### config.mk
export PLATFORM = sky130hd
export DESIGN_NAME = mbet_ctrl
export DESIGN_NICKNAME = d
export VERILOG_FILES = /design/src/mbet_pkg.sv /design/src/mbet_ctrl.sv
export SDC_FILE = /design/constraint.sdc
export NUM_CORES = 1
export LEC_CHECK = 0
export BUFFER_PORTS_ARGS = -buffer_cell sky130_fd_sc_hd__buf_2
export CORE_AREA = 8 8 45 47
export CTS_BUF_LIST = sky130_fd_sc_hd__clkbuf_16
export DETAILED_ROUTE_END_ITERATION = 10
export DIE_AREA = 0 0 53 55
export PLACE_DENSITY = 0.63
export SLEW_MARGIN = 20
export SYNTH_ARGS = -nofsm -noshare
export SYNTH_HDL_FRONTEND = slang
export SYNTH_SLANG_ARGS = --single-unit
### constraint.sdc
create_clock -name clk_i -period 0.9 [get_ports clk_i]
set_clock_uncertainty 0.05 [all_clocks]
set_input_delay 0.09 -clock clk_i [delete_from_list [all_inputs] [get_ports clk_i]]
set_output_delay 0.09 -clock clk_i [all_outputs]
set_load 0.02 [all_outputs]
### src/mbet_pkg.sv
// Shared types, constants and fixed-point helpers for the escape-time core.
`default_nettype none

package mbet_pkg;

  localparam int unsigned COORD_BITS = 12;
  localparam int unsigned FRAC_BITS  = 32;
  localparam int unsigned ITER_BITS  = 16;

  localparam int unsigned VW         = 48;
  localparam int unsigned MAG_W      = 47;
  localparam int unsigned HALF       = VW / 2;
  localparam int unsigned PROD_W     = 2 * VW;
  localparam int unsigned SAT_W      = COORD_BITS + VW + 2;
  localparam int unsigned CPROD_W    = COORD_BITS + VW + 1;

  localparam int unsigned PX_W       = 12;
  localparam int unsigned ITER_OUT_W = 16;
  localparam int unsigned IN_W       = 2 * PX_W;
  localparam int unsigned OUT_W      = 64;
  localparam int unsigned PAD_W      = OUT_W - MAG_W - ITER_OUT_W;
  localparam int unsigned CFG_IDX_W  = 3;
  localparam int unsigned CFG_DATA_W = VW;

  localparam int unsigned PH_W       = 2;
  localparam logic [PH_W-1:0] PH_FIRST = '0;
  localparam logic [PH_W-1:0] PH_LAST  = '1;

  localparam logic signed [VW-1:0] VMAX    = {1'b0, {(VW-1){1'b1}}};
  localparam logic signed [VW-1:0] VMIN    = {1'b1, {(VW-1){1'b0}}};
  localparam logic [MAG_W-1:0]     MAG_MAX = '1;

  localparam logic signed [VW-1:0] RST_RE_MIN   = -48'sd8589934592;
  localparam logic signed [VW-1:0] RST_IM_MIN   = -48'sd6442450944;
  localparam logic signed [VW-1:0] RST_RE_STEP  = 48'sd34730194;
  localparam logic signed [VW-1:0] RST_IM_STEP  = 48'sd28825284;
  localparam logic [15:0]          RST_MAX_ITER = 16'd32;
  localparam logic [MAG_W-1:0]     RST_ESC_SQ   = 47'd4398046511104;

  typedef enum logic [CFG_IDX_W-1:0] {
    CFG_RE_MIN    = 3'd0,
    CFG_IM_MIN    = 3'd1,
    CFG_RE_STEP   = 3'd2,
    CFG_IM_STEP   = 3'd3,
    CFG_MAX_ITER  = 3'd4,
    CFG_ESCAPE_SQ = 3'd5
  } cfg_reg_e;

  typedef enum logic [2:0] {
    ST_IDLE,
    ST_CMUL,
    ST_CADD,
    ST_ABS,
    ST_MUL,
    ST_FIN,
    ST_TEST,
    ST_EMIT
  } ctrl_state_e;

  typedef struct packed {
    logic            load_in;
    logic            coord_mul;
    logic            coord_add;
    logic            load_abs;
    logic            mul_en;
    logic [PH_W-1:0] phase;
    logic            fin;
    logic            update;
    logic            out_load;
    logic            out_esc;
  } dp_cmd_t;

  typedef struct packed {
    logic limit_zero;
    logic last_iter;
    logic escape;
  } dp_sts_t;

  // Clamp a wide signed value to the 48-bit signed range.
  function automatic logic signed [VW-1:0] sat_vw(input logic signed [SAT_W-1:0] v);
    logic top_ones;
    logic top_zeros;
    top_ones  = &v[SAT_W-1:VW-1];
    top_zeros = ~(|v[SAT_W-1:VW-1]);
    if (top_ones || top_zeros) return v[VW-1:0];
    return v[SAT_W-1] ? VMIN : VMAX;
  endfunction

  // Turn an unsigned magnitude product into a floor-rounded, saturated signed value.
  function automatic logic signed [VW-1:0] fix_round(input logic [PROD_W-1:0] p,
                                                     input logic neg,
                                                     input int unsigned sh);
    logic [PROD_W-1:0] q;
    logic [PROD_W-1:0] lo_mask;
    logic              rem;
    logic [VW-1:0]     qm;
    q       = p >> sh;
    lo_mask = (PROD_W'(1) << sh) - PROD_W'(1);
    rem     = |(p & lo_mask);
    qm      = q[VW-1:0] + VW'(rem);
    if (|q[PROD_W-1:VW-1]) return neg ? VMIN : VMAX;
    // round a negative result toward minus infinity; a positive one just truncates
    if (neg) return -qm;
    return q[VW-1:0];
  endfunction

endpackage

`default_nettype wire

### src/mbet_ctrl.sv
// Controller: sequences coordinate setup, multiply phases, escape test and result hand-off.
`default_nettype none

module mbet_ctrl import mbet_pkg::*; (
  input  wire logic    clk_i,
  input  wire logic    rst_ni,
  input  wire logic    in_valid_i,
  output logic         in_ready_o,
  output logic         out_valid_o,
  input  wire logic    out_ready_i,
  input  wire dp_sts_t sts_i,
  output dp_cmd_t      cmd_o
);

  ctrl_state_e     state_q, state_d;
  logic [PH_W-1:0] phase_q, phase_d;
  logic            esc_q, esc_d;
  logic            m_valid_q, m_valid_d;
  logic            slot_free;

  assign slot_free = !m_valid_q || out_ready_i;

  // Next state
  always_comb begin
    state_d = state_q;
    phase_d = PH_FIRST;
    esc_d   = esc_q;
    case (state_q)
      ST_IDLE: begin
        if (in_valid_i) state_d = ST_CMUL;
      end
      ST_CMUL: state_d = ST_CADD;
      ST_CADD: begin
        esc_d   = 1'b0;
        state_d = sts_i.limit_zero ? ST_EMIT : ST_ABS;
      end
      ST_ABS:  state_d = ST_MUL;
      ST_MUL: begin
        phase_d = phase_q + PH_W'(1);
        if (phase_q == PH_LAST) state_d = ST_FIN;
      end
      ST_FIN:  state_d = ST_TEST;
      ST_TEST: begin
        esc_d = sts_i.escape;
        if (sts_i.escape || sts_i.last_iter) state_d = ST_EMIT;
        else state_d = ST_ABS;
      end
      ST_EMIT: begin
        if (slot_free) state_d = ST_IDLE;
      end
      default: state_d = ST_IDLE;
    endcase
  end

  // Outputs
  always_comb begin
    cmd_o           = '0;
    cmd_o.phase     = phase_q;
    cmd_o.out_esc   = esc_q;
    in_ready_o      = 1'b0;
    case (state_q)
      ST_IDLE: begin
        in_ready_o    = 1'b1;
        cmd_o.load_in = in_valid_i;
      end
      ST_CMUL: cmd_o.coord_mul = 1'b1;
      ST_CADD: cmd_o.coord_add = 1'b1;
      ST_ABS:  cmd_o.load_abs  = 1'b1;
      ST_MUL:  cmd_o.mul_en    = 1'b1;
      ST_FIN:  cmd_o.fin       = 1'b1;
      ST_TEST: cmd_o.update    = !sts_i.escape;
      ST_EMIT: cmd_o.out_load  = slot_free;
      default: ;
    endcase
  end

  always_comb begin
    if (cmd_o.out_load) m_valid_d = 1'b1;
    else if (out_ready_i) m_valid_d = 1'b0;
    else m_valid_d = m_valid_q;
  end

  always_ff @(posedge clk_i or negedge rst_ni) begin
    if (!rst_ni) begin
      state_q   <= ST_IDLE;
      phase_q   <= PH_FIRST;
      esc_q     <= 1'b0;
      m_valid_q <= 1'b0;
    end else begin
      state_q   <= state_d;
      phase_q   <= phase_d;
      esc_q     <= esc_d;
      m_valid_q <= m_valid_d;
    end
  end

  assign out_valid_o = m_valid_q;

  a_escape_emits: assert property (@(posedge clk_i) disable iff (!rst_ni)
    (state_q == ST_TEST && sts_i.escape) |=> (state_q == ST_EMIT && esc_q))
    else $error("escape test did not lead to result hand-off");

  a_load_slot_free: assert property (@(posedge clk_i) disable iff (!rst_ni)
    cmd_o.out_load |-> (!m_valid_q || out_ready_i))
    else $error("result register overwritten while occupied");

  a_phase_idle: assert property (@(posedge clk_i) disable iff (!rst_ni)
    (state_q != ST_MUL) |-> (phase_q == PH_FIRST))
    else $error("multiply phase left nonzero outside multiply state");

  a_accept_starts: assert property (@(posedge clk_i) disable iff (!rst_ni)
    (in_valid_i && in_ready_o) |=> (state_q == ST_CMUL))
    else $error("accepted word did not start coordinate setup");

endmodule

`default_nettype wire

==> results of run 1 <==
[power groups by stage]
stage               combinational [mW]  sequential, mW  clock (mW)
floorplan                         1.14           0.640           0
global placement                  1.48           0.712           0
detailed placement                1.49           0.717           0
CTS                               1.91           0.714       0.753
global route                      2.29           0.772       0.772
finish                            2.12           0.740       0.740
[flip-flops by register name (all words and copies together) (netlist names)]
signal	count
esc_q	1
out_valid_o	1
phase_q	2
state_q	3
[cell usage in the layout, fill, tap and decap left out]
cell / synthesis / routed
buf_6: 2 / 17
buf_4: 2 / 10
buf_2: 0 / 8
dfrtp_2: 0 / 6
nand2_1: 5 / 5
inv_1: 3 / 4
clkbuf_16: 0 / 3
nor2_4: 0 / 2
nor2_2: 0 / 2
and2_4: 1 / 2
nor2b_4: 1 / 2
nand2b_4: 1 / 1
nor3_2: 0 / 1
nor3b_2: 0 / 1
nand3_1: 1 / 1
a21oi_2: 0 / 1
nor3_4: 0 / 1
nor3b_4: 0 / 1
and3_4: 0 / 1
o21ai_1: 0 / 1
o21ai_0: 2 / 1
nand3b_1: 1 / 1
mux2i_1: 1 / 1
o2bb2ai_1: 1 / 1
o32ai_2: 1 / 1
nor2_1: 5 / 1
a211oi_2: 1 / 1
ha_4: 0 / 1
dfrtp_1: 7 / 1
dlygate4sd3_1: 0 / 1
[per-stage QoR]
| stage | hold slack (ns) | power, mW | util | instances |
|---|---|---|---|---|
| after detailed placement | -0.112 | 2.21 | 0.470 | 84 |
| after global placement | -0.114 | 2.20 | 0.470 | 84 |
| after global routing | 0.0523 | 3.83 | 0.649 | 96 |
| after CTS | 0.0285 | 3.38 | 0.608 | 93 |
| after floorplan | -0.256 | 1.78 | - | 45 |
| final | 0.0250 | 3.60 | 0.649 | 96 |
[routing by layer]
metal,vias to the layer above,share of wire
li1,221,-
met1,226,0.42
met2,6,0.55
met3,2,0.017
met4,0,0.015
met5,-,0
[path summary, 6_finish.rpt]
| check | startpoint | to | slack (ns) | depth (start not counted) |
|---|---|---|---|---|
| worst max-delay path | state_q[0]$_DFFE_PN0P_ | cmd_o[2] | -0.45 | 3 |
| min in group asynchronous | rst_ni | phase_q[1]$_DFF_PN0_ | 0.20 | 2 |
| worst min-delay path | out_ready_i | out_valid_o$_DFFE_PN0P_ | 0.02 | 2 |
| worst min register to register | esc_q$_DFFE_PN0P_ | esc_q$_DFFE_PN0P_ | 0.47 | 2 |
| max in group asynchronous | rst_ni | out_valid_o$_DFFE_PN0P_ | 0.42 | 2 |
| worst max register to register | state_q[2]$_DFFE_PN0P_ | state_q[0]$_DFFE_PN0P_ | -0.29 | 5 |
[area by class of cell]
cell class / count / area [sq um] / area share
clock buffer: 3 / 75.1 / 0.0836
timing repair buffer: 36 / 317 / 0.352
clock inverter: 1 / 3.75 / 0.00418
inverter: 3 / 11.3 / 0.0125
sequential: 7 / 183 / 0.203
multi-input combinational: 30 / 289 / 0.322
tap: 16 / 20.0 / 0.0223
[logic make-up (layout without fill, tap and decap cells)]
| kind of cell | Yosys count | count (layout) | synth area share |
|---|---|---|---|
| DFF | 7 | 7 | 0.402 |
| adders and majority gates | 1 | 1 | 0.0287 |
| muxes | 1 | 1 | 0.0230 |
| buffers and inverters | 8 | 43 | 0.124 |
| and+or+nand+nor | 22 | 22 | 0.302 |
| AOI/OAI and AO/OA | 6 | 6 | 0.121 |
[timing repair]
item                       in CTS  in global routing
pin swaps                       0                  3
hold buffers                    1                  0
setup buffers                   4                  3
setup endpoints to repair      19                 20
hold endpoints to repair        7                  0
gates cloned                    0                  0
resized for setup              27                 10
==> out/results.ini, run 1 <==
[synthesis]
syn-cell-area_sq_um = 435
netlist_top_cells_count = dfrtp_1, nand2_1, nor2_1, inv_1
ys.warnings.count = 0
synth_edf_count = 0
async_flop_share = 1.00
synth_top_cell_by_area = dfrtp_1
ys_seq_area_frac = 0.402
ys.flop_type = dfrtp_1
synth_top_area_frac = 0.402
syn_nets = 53
synth_area_leaders = dfrtp_1, buf_6, nand2_1
ys_types = 24
yosysMostFrequentCell = dfrtp_1
ys_ff_latch = 7
syn-instance-count = 45
syn-mean-instance-area_sq_um = 9.68

[hold_path]
hold_class = in2reg

[run]
drv_cap = 0

[critical_path]
crit_family = flip-flops
cp-start-kind = flip-flop
critPathArrivalTime_ns = 1.21
slowest_delay_ns = 0.47
crit_chain = nand2b_4, nor3b_4, buf_6
slowest_stage = dfrtp_2
cp_max_fo = 8
required_ns = 0.76
crit_path_end_kind = output pin
path_class = reg2out
critPathBufInv = 1

[placed_design]
dp_hpwl_um = 807
dpl_cell_area_sq_um = 651
pre_cts_ws_ns = -0.292
io_buffers = 19
gp_congestion = 0.721

[power_and_ir_drop]
p_comb_frac = 0.589
seq_power_share = 0.205
pwr-share-clk = 0.206
peakVddDrop_uv = 2040
leakage_nw = 0.432
power_density_nw_per_um2 = 4010
p_sw_frac = 0.372
power_switching_mw = 1.34
p_int_mw = 2.26

[timing]
rsz0062_at_grt = true
tns_ns = -5.12
slew_headroom = 0.848
finalCritPeriodShare = 1.50
max_freq_ghz = 0.742
fin_crit_ns = 1.35
setup_viol = 19
hold_viol_final = 0
slew_viol_final = 0
worst_slew_pin_slew_ns = 0.229
setup_ws_ns = -0.448

[clock_network]
cts_buffers = 3
cts_max_level = 1
cts_tree = built
root_buffer = clkbuf_16
clkSinkCount = 7
clockBufferDepth = 2
path_clk_slew_ns = 0.04
clk_latency_ns = 0.23

[grt]
busiest_layer = met2
grt_pass1_wl_um = 1950
track_usage = 0.0896
antenna_found_initial = 0
grt_pass1_vias = 458
met1_usage = 0.0972
grt_max_degree = 9
grt_overflow = 0
gr-usage-met3 = 0.0160
grt_use_met2 = 0.154

[detailed_routing]
vias = 455
first_iter_violations = 1
vias_per_cell = 4.74
drc = 0
postRouteWirelength_um = 1230
ant_nets = 0
drtPass1Iterations = 2
drt-wirelength-per-cell_um = 12.8

[floorplan]
die_w_um = 53
design.core.area_sq_um = 1380
initial_utilization = 0.315
num_rows = 14
die_h_um = 55
io-pin-count = 20
dieArea_sq_um = 2920

[status]
status = complete, but fails checks
violations = setup timing

[layout]
final_area_sq_um = 898
fillers = 111
syn_to_final_growth_pct = 106
diodes = 0
drive_above_1_share = 0.775
final_nets = 89

Power figures use the tool's default switching activity.
==> inputs of run 2 (changes only) <==
--- a/config.mk
+++ b/config.mk
@@ -10,7 +10,7 @@
 export CTS_BUF_LIST = sky130_fd_sc_hd__clkbuf_16
 export DETAILED_ROUTE_END_ITERATION = 10
 export DIE_AREA = 0 0 53 55
-export PLACE_DENSITY = 0.63
+export PLACE_DENSITY = 0.6
 export SLEW_MARGIN = 20
 export SYNTH_ARGS = -nofsm -noshare
 export SYNTH_HDL_FRONTEND = slang
==> run 2 against run 1 <==
The run still ends with setup timing left. Wire length up 19%. Combinational power up 14%. Global-route usage is 1.6 points higher. Via count up 3.5%. Core utilization is 3.3 points higher. Critical path depth unchanged. First-iteration DRC count increased to 6.0 times the previous value. Worst hold slack got worse by 0.013 ns. Count of clock-buffer cells in the layout unchanged. Register-to-register slack got worse by 0.04 ns. Fmax increased by 0.66%. Cell count is 5.2% higher.
==> out/results.ini, run 2 (synthesis gave the netlist of run 1 again) <==
[status]
status = complete, but fails checks
violations = setup timing

[critical_path]
required_ns = 0.76  ; about the same
cp_max_fo = 8  ; unchanged
critPathArrivalTime_ns = 1.20  ; about the same
reg2reg_from = state_q[2]$_DFFE_PN0P_
crit_path_end_kind = output pin
cp-start-kind = flip-flop
startpoint = state_q[0]$_DFFE_PN0P_
r2r_slack_ns = -0.33  ; -0.04 ns
path_class = reg2out

[layout]
drive_above_1_share = 0.765  ; -0.0103
multi_input_area_sq_um = 293  ; +1.3%
regArea_sq_um = 181  ; -0.68%
mostFrequentLayoutCells = buf_6, buf_4, buf_2, nand2_1, dfrtp_2
syn_to_final_growth_pct = 117
final_cells = 101  ; +5.2%
final_nets = 94  ; +5.6%
largest_reg_flops = 3  ; unchanged
fillers = 96  ; -14%
biggestRegsByFlops = state_q (3), phase_q (2)
diodes = 0  ; unchanged
final_area_sq_um = 943  ; +5.0%
final_util = 0.682  ; +0.0325
largest-register = state_q

[power_and_ir_drop]
power_switching_mw = 1.42  ; +6.2%
p_comb_frac = 0.628  ; +0.039
power_mw = 3.84  ; +6.7%
p_int_mw = 2.42  ; +6.9%
seq_power_share = 0.179  ; -0.026
leakage_nw = 0.451  ; +4.5%
peakVddDrop_uv = 2280  ; +12%
pwr-share-clk = 0.193  ; -0.013
p_sw_frac = 0.370  ; -0.00143
power_density_nw_per_um2 = 4070  ; +1.6%

[timing]
slew_viol_final = 0  ; unchanged
setup_viol = 18  ; -1
worst_slew_pin_slew_ns = 0.211  ; -0.0178 ns
max_freq_ghz = 0.747  ; +0.66%
hold_viol_final = 0  ; unchanged
setup_ws_ns = -0.440  ; +0.00882 ns
fin_crit_ns = 1.34  ; -0.00882 ns
slew_headroom = 0.859  ; +0.0119
finalCritPeriodShare = 1.49  ; -0.00979
rsz0062_at_grt = true

[grt]
track_usage = 0.106  ; +0.0165
antenna_found_initial = 0  ; unchanged
grt_pass1_wl_um = 2280  ; +17%
grt_max_degree = 9  ; unchanged
grt_overflow = 0  ; unchanged
grt_pass1_vias = 510  ; +11%

[floorplan]
design.core.area_sq_um = 1380  ; unchanged
initial_utilization = 0.315  ; unchanged
dieArea_sq_um = 2920  ; unchanged
die_w_um = 53  ; unchanged
io-pin-count = 20  ; unchanged
die_h_um = 55  ; unchanged
num_rows = 14  ; unchanged

[clock_network]
root_buffer = clkbuf_16
cts_max_level = 1  ; unchanged
clkSinkCount = 7  ; unchanged
clk_latency_ns = 0.23  ; about the same
cts_buffers = 3  ; unchanged
cts_tree = built
clockBufferDepth = 2  ; unchanged
path_clk_slew_ns = 0.04  ; about the same

[detailed_routing]
vias = 471  ; +3.5%
first_iter_violations = 6  ; +5
drtPass1Iterations = 4  ; +2
vias_per_cell = 4.66  ; -1.6%
postRouteWirelength_um = 1460  ; +19%
ant_nets = 0  ; unchanged
drt-wirelength-per-cell_um = 14.5  ; +13%
drc = 0  ; unchanged

[run]
drv_cap = 0  ; unchanged

[placed_design]
gp_congestion = 0.738  ; +2.4%
io_buffers = 19  ; unchanged
dp_hpwl_um = 836  ; +3.6%
dp.cells = 86  ; +2.4%
dpl_cell_area_sq_um = 666  ; +2.3%

[hold_path]
hold_class = in2reg
min-delay-start = out_ready_i

run 2: changes by cell type in the layout (fill, tap and decap cells not counted), sizes merged:
cell and change:
buf +5
run 2: worst max-delay path, stage by stage (launching register included):
cell and delay, ns:
dfrtp_2 0.46, nand2b_4 0.19, nor3b_4 0.18, buf_6 0.14
run 2: routing by layer:
layer | part of all wire | GRT usage
met5 | 0 | 0
met4 | 0.013 | 0.0647
met3 | 0.010 | 0
met2 | 0.59 | 0.203
met1 | 0.38 | 0.114
run 2: final cells by class:
cell class | count | area share
Clock buffer | 3 | 0.0796
Clock inverter | 1 | 0.00398
Inverter | 3 | 0.0119
Multi-Input combinational cell | 30 | 0.310
Sequential cell | 7 | 0.192
Tap cell | 16 | 0.0212
Timing Repair Buffer | 41 | 0.381
run 2: final timing paths:
kind | endpoint | cells past startpoint
max in group asynchronous | phase_q[1]$_DFF_PN0_ | 2
max reg2reg | state_q[1]$_DFFE_PN0P_ | 5
min reg2reg | esc_q$_DFFE_PN0P_ | 2
min | out_valid_o$_DFFE_PN0P_ | 2
min in group asynchronous | state_q[0]$_DFFE_PN0P_ | 2
max | cmd_o[2] | 3
run 2: power groups by stage:
stage	Clock, mW	Combinational (mW)	Sequential, mW
final	0.740	2.41	0.687
after global routing	0.761	2.58	0.721
after CTS	0.745	2.13	0.681
after detailed placement	0	1.64	0.650
after global placement	0	1.63	0.645
after floorplan	0	1.14	0.640
run 2: what timing repair did:
item	4_1_cts	5_1_grt
hold buffers	1	0
endpoints found under the setup margin	19	20
hold endpoints to repair	7	0
buffers inserted	4	6
pin swaps	7	2
gates resized for setup	32	4
run 2: stage by stage:
stage / hold WS, ns / setup TNS, ns / setup slack, ns
2_1_floorplan: -0.256 / -1.73 / -0.254
3_3_place_gp: -0.113 / -2.73 / -0.242
3_5_place_dp: -0.115 / -2.94 / -0.254
4_1_cts: 0.0298 / -5.09 / -0.443
5_1_grt: 0.0376 / -6.34 / -0.500
6_report: 0.0115 / -5.44 / -0.440
